--- config.mk ---
export PLATFORM = sky130hd
export DESIGN_NAME = can_message_segmenter
export DESIGN_NICKNAME = d
export VERILOG_FILES = /design/src/rtl/core/cms_pkg.sv /design/src/rtl/core/cms_core.sv /design/src/rtl/core/cms_out_reg.sv /design/src/rtl/core/can_message_segmenter.sv
export SDC_FILE = /design/constraint.sdc
export NUM_CORES = 1
export LEC_CHECK = 0
export BUFFER_PORTS_ARGS = -buffer_cell sky130_fd_sc_hd__buf_2
export CAP_MARGIN = 20
export CORE_MARGIN = 3
export CORE_UTILIZATION = 60
export DETAILED_ROUTE_END_ITERATION = 8
export PLACE_DENSITY = 0.83
export SLEW_MARGIN = 20
export SYNTH_ARGS = -nofsm -noshare
export SYNTH_HDL_FRONTEND = slang
export SYNTH_HIERARCHICAL = 1
export SYNTH_SLANG_ARGS = --single-unit
--- constraint.sdc ---
create_clock -name clk -period 7.4 [get_ports clk]
set_clock_uncertainty 0.15 [all_clocks]
set_input_delay 0.74 -clock clk [delete_from_list [all_inputs] [get_ports clk]]
set_output_delay 0.74 -clock clk [all_outputs]
set_load 0.05 [all_outputs]
--- src/rtl/core/cms_pkg.sv ---
// Types and constants for the CAN message segmenter.
package cms_pkg;

	localparam int unsigned PAYLOAD_PER_FRAME = 7;
	localparam int unsigned STORE_DEPTH = 7;
	localparam int unsigned FILL_W = 3;

	typedef enum logic [1:0] {
		PH_ADDR    = 2'd0,
		PH_FUNC    = 2'd1,
		PH_PAYLOAD = 2'd2
	} phase_t;

	typedef struct packed {
		logic [7:0] data_byte;
		logic       last_byte;
	} msg_t;

	typedef struct packed {
		logic [7:0] dest_address;
		logic [7:0] packet_index;
		logic [3:0] frame_length;
		logic [7:0] frame_byte0;
		logic [7:0] frame_byte1;
		logic [7:0] frame_byte2;
		logic [7:0] frame_byte3;
		logic [7:0] frame_byte4;
		logic [7:0] frame_byte5;
		logic [7:0] frame_byte6;
		logic [7:0] frame_byte7;
		logic       final_frame;
	} frame_t;

	typedef struct packed {
		logic   valid;
		frame_t frame;
	} offer_t;

endpackage

--- src/rtl/core/cms_core.sv ---
// Input register, message state and frame assembly of the segmenter.
module cms_core (
	input  logic           clk,
	input  logic           arst_n,
	input  logic           msg_valid,
	output logic           msg_stall,
	input  cms_pkg::msg_t  msg,
	input  logic           advance,
	output cms_pkg::offer_t offer
);

	logic                          valid_s1;
	cms_pkg::msg_t                 msg_s1;
	cms_pkg::phase_t               phase_q, phase_d;
	logic [7:0]                    addr_q, addr_d;
	logic [7:0]                    func_q, func_d;
	logic [cms_pkg::FILL_W-1:0]    fill_q, fill_d, fill_inc;
	logic [7:0]                    cnt_q, cnt_d;
	logic [7:0]                    store_q [cms_pkg::STORE_DEPTH];
	logic [7:0]                    pay [cms_pkg::STORE_DEPTH];
	logic                          take;
	logic                          wr_en;
	logic                          emit;

	assign take = valid_s1 && advance;
	assign msg_stall = valid_s1 && !advance;

	always_ff @(posedge clk or negedge arst_n) begin
		if (!arst_n) begin
			valid_s1 <= 1'b0;
		end else if (!msg_stall) begin
			valid_s1 <= msg_valid;
		end
	end

	always_ff @(posedge clk) begin
		if (msg_valid && !msg_stall) begin
			msg_s1 <= msg;
		end
	end

	always_comb begin
		phase_d = phase_q;
		addr_d = addr_q;
		func_d = func_q;
		fill_d = fill_q;
		cnt_d = cnt_q;
		wr_en = 1'b0;
		emit = 1'b0;
		fill_inc = fill_q;
		case (phase_q)
			cms_pkg::PH_ADDR: begin
				addr_d = msg_s1.data_byte;
				fill_d = '0;
				cnt_d = '0;
				phase_d = msg_s1.last_byte ? cms_pkg::PH_ADDR : cms_pkg::PH_FUNC;
			end
			cms_pkg::PH_FUNC: begin
				func_d = msg_s1.data_byte;
				if (msg_s1.last_byte) begin
					phase_d = cms_pkg::PH_ADDR;
					fill_d = '0;
					cnt_d = '0;
				end else begin
					phase_d = cms_pkg::PH_PAYLOAD;
				end
			end
			default: begin
				wr_en = (fill_q < cms_pkg::FILL_W'(cms_pkg::STORE_DEPTH));
				fill_inc = wr_en ? fill_q + 1'b1 : fill_q;
				emit = (fill_inc >= cms_pkg::FILL_W'(cms_pkg::PAYLOAD_PER_FRAME))
					|| msg_s1.last_byte;
				if (emit) begin
					fill_d = '0;
					cnt_d = msg_s1.last_byte ? 8'd0 : cnt_q + 8'd1;
					if (msg_s1.last_byte) begin
						phase_d = cms_pkg::PH_ADDR;
					end
				end else begin
					fill_d = fill_inc;
				end
			end
		endcase
	end

	always_comb begin
		for (int j = 0; j < cms_pkg::STORE_DEPTH; j++) begin
			if (cms_pkg::FILL_W'(j) < fill_q) begin
				pay[j] = store_q[j];
			end else if (cms_pkg::FILL_W'(j) == fill_q && wr_en) begin
				pay[j] = msg_s1.data_byte;
			end else begin
				pay[j] = 8'd0;
			end
		end
	end

	always_comb begin
		offer.valid = valid_s1 && emit;
		offer.frame.dest_address = addr_q;
		offer.frame.packet_index = cnt_q;
		offer.frame.frame_length = {1'b0, fill_inc} + 4'd1;
		offer.frame.frame_byte0 = func_q;
		offer.frame.frame_byte1 = pay[0];
		offer.frame.frame_byte2 = pay[1];
		offer.frame.frame_byte3 = pay[2];
		offer.frame.frame_byte4 = pay[3];
		offer.frame.frame_byte5 = pay[4];
		offer.frame.frame_byte6 = pay[5];
		offer.frame.frame_byte7 = pay[6];
		offer.frame.final_frame = msg_s1.last_byte;
	end

	always_ff @(posedge clk or negedge arst_n) begin
		if (!arst_n) begin
			phase_q <= cms_pkg::PH_ADDR;
			addr_q <= '0;
			func_q <= '0;
			fill_q <= '0;
			cnt_q <= '0;
		end else if (take) begin
			phase_q <= phase_d;
			addr_q <= addr_d;
			func_q <= func_d;
			fill_q <= fill_d;
			cnt_q <= cnt_d;
		end
	end

	always_ff @(posedge clk) begin
		if (take && wr_en) begin
			store_q[fill_q] <= msg_s1.data_byte;
		end
	end

endmodule

--- src/rtl/core/cms_out_reg.sv ---
// Result register that holds a finished frame until the receiver takes it.
module cms_out_reg (
	input  logic            clk,
	input  logic            arst_n,
	input  cms_pkg::offer_t offer,
	output logic            advance,
	output logic            frame_valid,
	input  logic            frame_stall,
	output cms_pkg::frame_t frame
);

	logic            valid_q;
	cms_pkg::frame_t frame_q;

	assign advance = !valid_q || !frame_stall;
	assign frame_valid = valid_q;
	assign frame = frame_q;

	always_ff @(posedge clk or negedge arst_n) begin
		if (!arst_n) begin
			valid_q <= 1'b0;
		end else if (advance) begin
			valid_q <= offer.valid;
		end
	end

	always_ff @(posedge clk) begin
		if (advance && offer.valid) begin
			frame_q <= offer.frame;
		end
	end

endmodule

--- src/rtl/core/can_message_segmenter.sv ---
// Top level of the CAN message segmenter.
// The msg channel carries one message byte per beat with a last-byte flag. The first
// byte of a message is the destination address, the second the function code, and the
// rest is payload. The frame channel carries one CAN frame per beat: address, packet
// number, length code, the function code in byte 0, up to seven payload bytes with
// zero fill, and a flag on the last frame of the message.
// A byte beat is registered in the input register on acceptance and processed from
// there; the frame it completes becomes valid once loaded into the result register.
// One byte is accepted every cycle while no held frame stalls the frame channel; the
// message state is updated between the input register and the result register.
// Reset clears the message state, so the next byte is taken as an address.
// While the frame channel is stalled with a frame held, that frame stays put; one more
// byte can enter the input register, and the byte channel then stalls until the held
// frame is taken.
module can_message_segmenter (
	input  logic            clk,
	input  logic            arst_n,
	input  logic            msg_valid,
	output logic            msg_stall,
	input  cms_pkg::msg_t   msg,
	output logic            frame_valid,
	input  logic            frame_stall,
	output cms_pkg::frame_t frame
);

	cms_pkg::offer_t offer;
	logic            advance;

	cms_core u_core (
		.clk       (clk),
		.arst_n    (arst_n),
		.msg_valid (msg_valid),
		.msg_stall (msg_stall),
		.msg       (msg),
		.advance   (advance),
		.offer     (offer)
	);

	cms_out_reg u_out (
		.clk         (clk),
		.arst_n      (arst_n),
		.offer       (offer),
		.advance     (advance),
		.frame_valid (frame_valid),
		.frame_stall (frame_stall),
		.frame       (frame)
	);

endmodule

==> results.tsv, run 1 <==
metric	value	unit
status	completed	
layout.nets	530	
grt.overflow.total	0	
setup_tns	0	ns
netlist_top_cells_area	edfxtp_1, dfrtp_1, a22o_1	
vias_per_cell	5.901	
fmax	307.2	MHz
cp-start-kind	flop	
finalHoldViolations	0	
wl_per_cell	20.15	um
powerDensity	332.1	nW/um2
grt_usage	21.89	%
rsz0062_at_grt	no	
grt_max_degree	86	
num_rows	38	
antennaDiodeCount	0	
reg2reg_depth	7	
antenna_found_initial	0	
layout_commonest_cell	edfxtp_1	
seq_area	5280	um2
clock-root-buffer	clkbuf_16	
r2r_start	u_core/fill_q[0]	
seq_area_frac_synth	76.77	%
initial_core_util	62.35	%
pre_cts_ws	4.223	ns
wl	13400	um
post_cts_resized	0	
final_cell_mix	edfxtp_1, buf_2, a22o_1	
post-route-util	72.40	%
synth_edf_count	150	
synth_cells	420	
areaGrowthSynthToFinish	16.12	%
nFillCells	659	
drv_slew	0	
swShare	29.16	%
ys_seq_elements	181	
clkPwrFrac	30.3	%
power.share.combinational	18.4	%
grt_pass1_vias	3956	
cts_buffers	17	
drc	0	
h-tree-depth	4	
cap_violations	0	
seqPwrFrac	51.3	%
cts_tree	done	
power_switching	773.5	uW
dr.pass1.iters	5	
dp.final_hpwl	8316	um
ys.flop_type	edfxtp_1	
timing.rr.end	u_out/frame[14]	
cts_buffer_depth	2	
post-route-worst-setup-slack	4.144	ns
num_io_pins	100	
layout.cell_area.non_filler	7986	um2
clk_pin_slew	0.06	ns
min_period	3.256	ns
ir_drop	0.1632	mV
slew_headroom	29.99	%
path_class	reg2reg	
r2r_setup_slack	4.14	ns
avgSynthCellArea	16.38	um2
cp-end-kind	flop	
io_buffers	99	
dieArea	12780	um2
cp.required	7.28	ns
critPathMaxFanout	85	
synthesis.area	6878	um2
crit_arrival	3.14	ns
hold_class	in2async	
yosysTopAreaCell	edfxtp_1	
grt_pass1_wl	21050	um
synth_cell_type_count	47	
first_iter_violations	346	
drive_gt1_share	28.57	%
final_antenna_net_count	0	
post_cts_buffers	0	
leakage	2.991	nW
clk_latency	0.42	ns
multi_input_area	1468	um2
cts-hold-fix-buffers	0	
syn-num-nets	438	
internal-power	1.879	mW
finalSetupViolations	0	
post-route-period-util	43.99	%
gp_congestion	0.8884	
fin_hold_ws	0.2237	ns
die_x	113.1	um
worstMarginPinSlew	1.050	ns
coreArea	11030	um2
die_h	113.1	um
synth_top_area_share	65.49	%
cts_sinks	181	
place_area	7440	um2
async_flop_share	17.13	%
ys_warn_count	6	
dr_total_vias	3924	
## cell type report
cell class | count | area share (%)
Inverter | 5 | 0.2350
Clock inverter | 8 | 0.6110
Timing Repair Buffer | 100 | 6.298
Clock buffer | 24 | 6.173
Tap cell | 140 | 2.193
Multi-Input combinational cell | 207 | 18.38
Sequential cell | 181 | 66.11
## worst max path at each step
stage,from,cells past startpoint,end,slack (ns)
floorplan,u_core/fill_q[0],7,u_out/frame[0],3.08
global placement,u_core/fill_q[2],5,u_out/frame[50],4.38
detailed placement,u_core/fill_q[0],7,u_out/frame[12],4.22
CTS,u_core/fill_q[2],5,u_out/frame[14],4.18
global route,u_core/fill_q[2],5,u_out/frame[50],3.90
finish,u_core/fill_q[0],7,u_out/frame[14],4.14
## per-layer routing
| layer | share of wire, % | track usage (%) |
|---|---|---|
| met1 | 39 | 28.08 |
| met2 | 51 | 35.39 |
| met3 | 8.0 | 6.791 |
| met4 | 2.1 | 8.574 |
| met5 | 0 | 0 |
## synthesized netlist by cell type (all sizes together) (3+ instances only)
cell type / instances
edfxtp: 150
a22o: 48
nand2: 36
dfrtp: 31
o21ai: 23
buf: 19
mux2: 16
nand2b: 11
nor2: 11
clkbuf: 8
nor3: 7
and2: 5
ha: 5
inv: 5
mux2i: 5
a21oi: 4
and3: 3
nand3: 3
nor4b: 3
## state kept, by name (all words and copies together), names as in the netlist, 2 cells and up
name,count
u_core/fill_q,3
u_core/addr_q,8
u_core/store_q,56
u_out/frame,85
u_core/func_q,8
u_core/msg_s1,8
u_core/cnt_q,8
u_core/phase_q,2
## worst max-delay path: stages, from the launching register on
cell and delay (ns):
dfrtp_1 0.60, inv_1 0.19, ha_1 0.40, and4bb_4 0.27, nor4b_1 0.06, nor2_1 0.16
a21boi_4 0.19, buf_4 0.82
## cell families (layout without fill, tap and decap cells)
logic type      after synthesis  count (layout)  share of synthesized area, %
mux                          21              21                         3.347
xor+xnor                      1               1                        0.1274
buf+inv                      32             137                         2.074
fa+ha+maj                     5               5                        0.9096
flops                       181             181                         76.77
compound gates               85              85                         9.205
simple gates                 95              95                         7.568
## stage by stage
step                power (mW)  instances
CTS                      2.663        665
finish                   2.653        665
floorplan                1.742        420
global placement         1.835        633
global route             2.758        665
detailed placement       1.859        633
## power by group through the flow
stage                     Sequential (mW)  Clock (mW)  Combinational (mW)
after floorplan                      1.50           0               0.243
after global placement               1.37           0               0.465
after detailed placement             1.38           0               0.481
after CTS                            1.36       0.814               0.488
after global routing                 1.38       0.860               0.520
final                                1.36       0.804               0.488
Power figures use the tool's default switching activity.
==> inputs of run 2 (changes only) <==
--- a/config.mk
+++ b/config.mk
@@ -8,9 +8,9 @@
 export BUFFER_PORTS_ARGS = -buffer_cell sky130_fd_sc_hd__buf_2
 export CAP_MARGIN = 20
 export CORE_MARGIN = 3
-export CORE_UTILIZATION = 60
+export CORE_UTILIZATION = 56
 export DETAILED_ROUTE_END_ITERATION = 8
-export PLACE_DENSITY = 0.83
+export PLACE_DENSITY = 0.78
 export SLEW_MARGIN = 20
 export SYNTH_ARGS = -nofsm -noshare
 export SYNTH_HDL_FRONTEND = slang
==> constraint.sdc (replaced) <==
create_clock -name clk -period 3.3 [get_ports clk]
set_clock_uncertainty 0.15 [all_clocks]
set_input_delay 0.33 -clock clk [delete_from_list [all_inputs] [get_ports clk]]
set_output_delay 0.33 -clock clk [all_outputs]
set_load 0.05 [all_outputs]
==> results.tsv, run 2 (synthesis results as in run 1) <==
metric	value	unit
place_area	7496	um2
areaGrowthSynthToFinish	19.39	%
final_antenna_net_count	0	
gp_congestion	0.8756	
cpPeakStageDelay	0.64	ns
reg2reg_depth	7	
slew_headroom	29.87	%
drive_gt1_share	29.76	%
pre_cts_ws	0.5761	ns
nFillCells	761	
wl	13560	um
antennaDiodeCount	0	
first_iter_violations	308	
dr_total_vias	3949	
multi_input_area	1475	um2
status	completed	
worstMarginPinSlew	1.044	ns
grt_pass1_wl	20900	um
critPathMaxFanout	46	
antenna_found_initial	0	
cts_tree	done	
post_cts_resized	0	
clk_latency	0.43	ns
cp_cell_sequence	inv_4, ha_4, and4bb_4, nor4b_1, nor2_1, a21boi_4, buf_4	
num_io_pins	100	
io_buffers	99	
r2r_setup_slack	0.53	ns
whs_path_depth	2	
path_class	reg2reg	
coreArea	11710	um2
layout_commonest_cell	edfxtp_1	
dieArea	13650	um2
cpMaxStageDelayCell	dfrtp_1	
grt.overflow.total	0	
r2r_start	u_core/fill_q[0]	
dr.pass1.iters	5	
powerDensity	754.9	nW/um2
num_rows	39	
cts-hold-fix-buffers	11	
dp.final_hpwl	8306	um
die_h	116.8	um
vias_per_cell	5.773	
initial_core_util	58.73	%
drv_slew	0	
grt_max_degree	47	
clock-root-buffer	clkbuf_16	
grt_usage	21.01	%
finalSetupViolations	0	
path_buf_inv	2	
post-route-worst-setup-slack	0.5300	ns
die_x	116.8	um
timing.rr.end	u_out/frame[11]	
cap_violations	0	
h-tree-depth	4	
layout.cell_area.non_filler	8212	um2
layout.nets	546	
cp-start-kind	flop	
largest_reg_flops	85	
drc	0	
leakage	3.091	nW
cts_buffers	17	
cp.required	3.21	ns
min_period	2.770	ns
fin_hold_ws	0.04704	ns
post-route-period-util	83.94	%
crit_family	flip-flops	
finalHoldViolations	0	
rsz0062_at_grt	no	
fmax	361.0	MHz
grt_pass1_vias	3941	
cp-end-kind	flop	
hold_class	in2reg	
seq_area	5280	um2
hold_start	frame_stall	
clk_pin_slew	0.06	ns
final_cell_mix	edfxtp_1, buf_2, a22o_1	
cts_buffer_depth	2	
ir_drop	0.5532	mV
cts_sinks	181	
min_to	u_out/frame_valid	
crit_arrival	2.68	ns
wl_per_cell	19.82	um
post_cts_buffers	0	
==> run 2: changes by cell type in the layout (fill, tap and decap cells not counted), moves of 2 or more <==
cell	delta
clkbuf_8	-2
dlygate4sd3_1	+11
clkinv_4	+3
buf_4	+5
inv_1	-2
bufinv_16	+3
inv_6	+2
clkbuf_1	-4
clkinv_2	-2
==> run 2: final cells by class <==
| class | count | share of cell area, % |
|---|---|---|
| clock buffer | 17 | 5.181 |
| clock inverter | 15 | 2.194 |
| inverter | 5 | 0.2590 |
| sequential | 181 | 64.30 |
| tap | 143 | 2.179 |
| multi-input combinational | 207 | 17.96 |
| timing repair buffer | 116 | 7.923 |
==> run 2: worst max-delay path by stage <==
stage	start	to	slack (ns)	cells past startpoint
detailed placement	u_core/fill_q[0]	u_out/frame[20]	0.58	7
floorplan	u_core/fill_q[0]	u_out/frame[0]	-0.02	7
global route	u_core/fill_q[0]	u_out/frame[19]	0.42	7
CTS	u_core/fill_q[0]	u_out/frame[11]	0.56	7
finish	u_core/fill_q[0]	u_out/frame[11]	0.53	7
global placement	u_core/fill_q[0]	u_out/frame[22]	0.63	6
==> run 2: where the power goes <==
group,switching (mW),internal [mW],leakage [nW]
Combinational,0.772,0.347,1.03
Sequential,0.205,2.84,1.77
Clock,0.835,1.20,0.292
Total,1.81,4.39,3.09
==> run 2: stage by stage <==
step	util, %	power [mW]	cells	setup TNS (ns)
floorplan	-	3.925	420	-1.676
global placement	64.01	4.152	641	0
detailed placement	64.01	4.195	641	0
CTS	70.12	6.234	684	0
global route	70.12	6.450	684	0
finish	70.12	6.199	684	0
==> run 2: per-layer routing <==
metal	share of wire, %	global-route usage [%]	up-vias
met2	50	33.45	164
met4	2.4	9.786	0
met3	7.1	5.758	23
met1	41	27.21	1947
li1	-	-	1815
met5	0	0	-
==> run 2: worst reg2reg max path, cell delays in order, from the launching register on <==
cell,delay [ns]
dfrtp_1,0.64
inv_4,0.10
ha_4,0.31
and4bb_4,0.25
nor4b_1,0.06
nor2_1,0.16
a21boi_4,0.20
buf_4,0.50
==> inputs of run 3 (changes only) <==
==> constraint.sdc (replaced) <==
create_clock -name clk -period 2.6 [get_ports clk]
set_clock_uncertainty 0.15 [all_clocks]
set_input_delay 0.26 -clock clk [delete_from_list [all_inputs] [get_ports clk]]
set_output_delay 0.26 -clock clk [all_outputs]
set_load 0.05 [all_outputs]
==> results.tsv, run 3 (synthesis results as in run 1) <==
metric	value	unit
path_buf_inv	1	
power.share.combinational	18.9	%
fin_hold_ws	0.2817	ns
die_h	116.8	um
worstMarginPinSlew	0.7596	ns
ir_drop	0.6233	mV
first_iter_violations	311	
drive_gt1_share	30.31	%
fmax	414.6	MHz
cts_buffer_depth	2	
final_antenna_net_count	0	
dr.pass1.iters	5	
wl_per_cell	19.07	um
powerDensity	944.9	nW/um2
cts_tree	done	
final_cells	694	
rsz0062_at_grt	no	
coreArea	11710	um2
antennaDiodeCount	0	
areaGrowthSynthToFinish	20.48	%
drc	0	
cp_cell_sequence	ha_1, and4bb_4, nor4b_1, nor2_1, a21boi_4, buf_12	
cpPeakStageDelay	0.47	ns
crit_arrival	2.36	ns
wl	13230	um
pre_cts_ws	0.2100	ns
seqPwrFrac	49.3	%
clock-root-buffer	clkbuf_16	
dp_cells	650	
num_io_pins	100	
cp-start-kind	flop	
cts_buffers	17	
final_cell_mix	edfxtp_1, buf_2, a22o_1	
nFillCells	756	
largest_reg_flops	85	
layout.nets	556	
finalSetupViolations	0	
grt.overflow.total	0	
h-tree-depth	4	
cap_violations	0	
setup_tns	0	ns
cts_sinks	181	
drv_slew	0	
slew_headroom	49.36	%
clk_latency	0.42	ns
cp.required	2.55	ns
hold_class	in2async	
swShare	28.57	%
power_switching	2.237	mW
grt_pass1_vias	3900	
io_buffers	99	
dr_total_vias	3969	
dieArea	13650	um2
initial_core_util	58.73	%
finalHoldViolations	0	
post-route-worst-setup-slack	0.1882	ns
dp.final_hpwl	8481	um
crit_family	simple AND/OR/NAND/NOR gates	
vias_per_cell	5.719	
status	completed	
clkPwrFrac	31.9	%
grt_pass1_wl	20670	um
layout_commonest_cell	edfxtp_1	
grt_max_degree	45	
gp_congestion	0.9240	
post_cts_resized	0	
path_class	reg2reg	
cpMaxStageDelayCell	dfrtp_1	
critPathMaxFanout	44	
internal-power	5.593	mW
num_rows	39	
leakage	3.135	nW
antenna_found_initial	0	
post-route-period-util	92.76	%
min_period	2.412	ns
die_x	116.8	um
clk_pin_slew	0.06	ns
grt_usage	20.81	%
cp-end-kind	flop	
[run 3: cell count changes in the layout (fill, tap and decap cells not counted), sizes merged]
cell | before | now
buf | 105 | 114
clkbuf | 17 | 21
clkinv | 7 | 5
clkinvlp | 2 | 3
dlygate4sd3 | 11 | 12
inv | 8 | 5
[run 3: path summary, 6_finish.rpt]
kind / startpoint / end / slack [ns] / cells after the start
min in group clk: u_core/addr_q[3] / u_out/frame[80] / 0.29 / 0
max in group asynchronous: arst_n / u_core/func_q[1] / 1.56 / 2
setup reg to reg: u_core/fill_q[0] / u_out/frame[9] / 0.19 / 6
hold reg to reg: u_core/addr_q[3] / u_out/frame[80] / 0.29 / 0
hold / removal: arst_n / u_core/cnt_q[4] / 0.28 / 2
setup / recovery: u_core/fill_q[0] / u_out/frame[9] / 0.19 / 6
[run 3: metrics by stage]
stage / utilization, % / instance area [um2] / power (mW)
after detailed placement: 64.80 / 7589 / 5.385
after CTS: 70.76 / 8287 / 7.873
after global routing: 70.76 / 8287 / 8.153
final: 70.76 / 8287 / 7.830
after global placement: 64.80 / 7589 / 5.307
after floorplan: - / 6913 / 4.982
[run 3: power groups by stage]
| stage | combinational (mW) | sequential (mW) | clock (mW) |
|---|---|---|---|
| floorplan | 0.719 | 4.26 | 0 |
| global placement | 1.41 | 3.89 | 0 |
| detailed placement | 1.47 | 3.92 | 0 |
| CTS | 1.49 | 3.86 | 2.52 |
| global route | 1.59 | 3.90 | 2.66 |
| finish | 1.48 | 3.86 | 2.49 |
[run 3: cell type report]
class | instances | area [um2] | area share, %
flip-flops and latches | 181 | 5280 | 63.72
multi-input cells | 207 | 1475 | 17.80
repair buffers | 126 | 753.2 | 9.090
clock buffers | 21 | 440.4 | 5.315
well taps | 143 | 178.9 | 2.159
clock inverters | 11 | 137.6 | 1.661
inverters | 5 | 21.27 | 0.2567
[run 3: layer usage]
metal / track usage [%] / vias to the layer above / part of all wire [%]
li1: - / 1837 / -
met1: 26.80 / 1931 / 40
met2: 33.83 / 182 / 50
met3: 5.810 / 19 / 8.2
met4: 8.486 / 0 / 2.0
met5: 0 / - / 0
[run 3: what timing repair did]
action                                  4_1_cts  5_1_grt
endpoints found under the hold margin        42        0
endpoints found under the setup margin        0        0
setup buffers                                 0        0
hold buffers                                 12        0
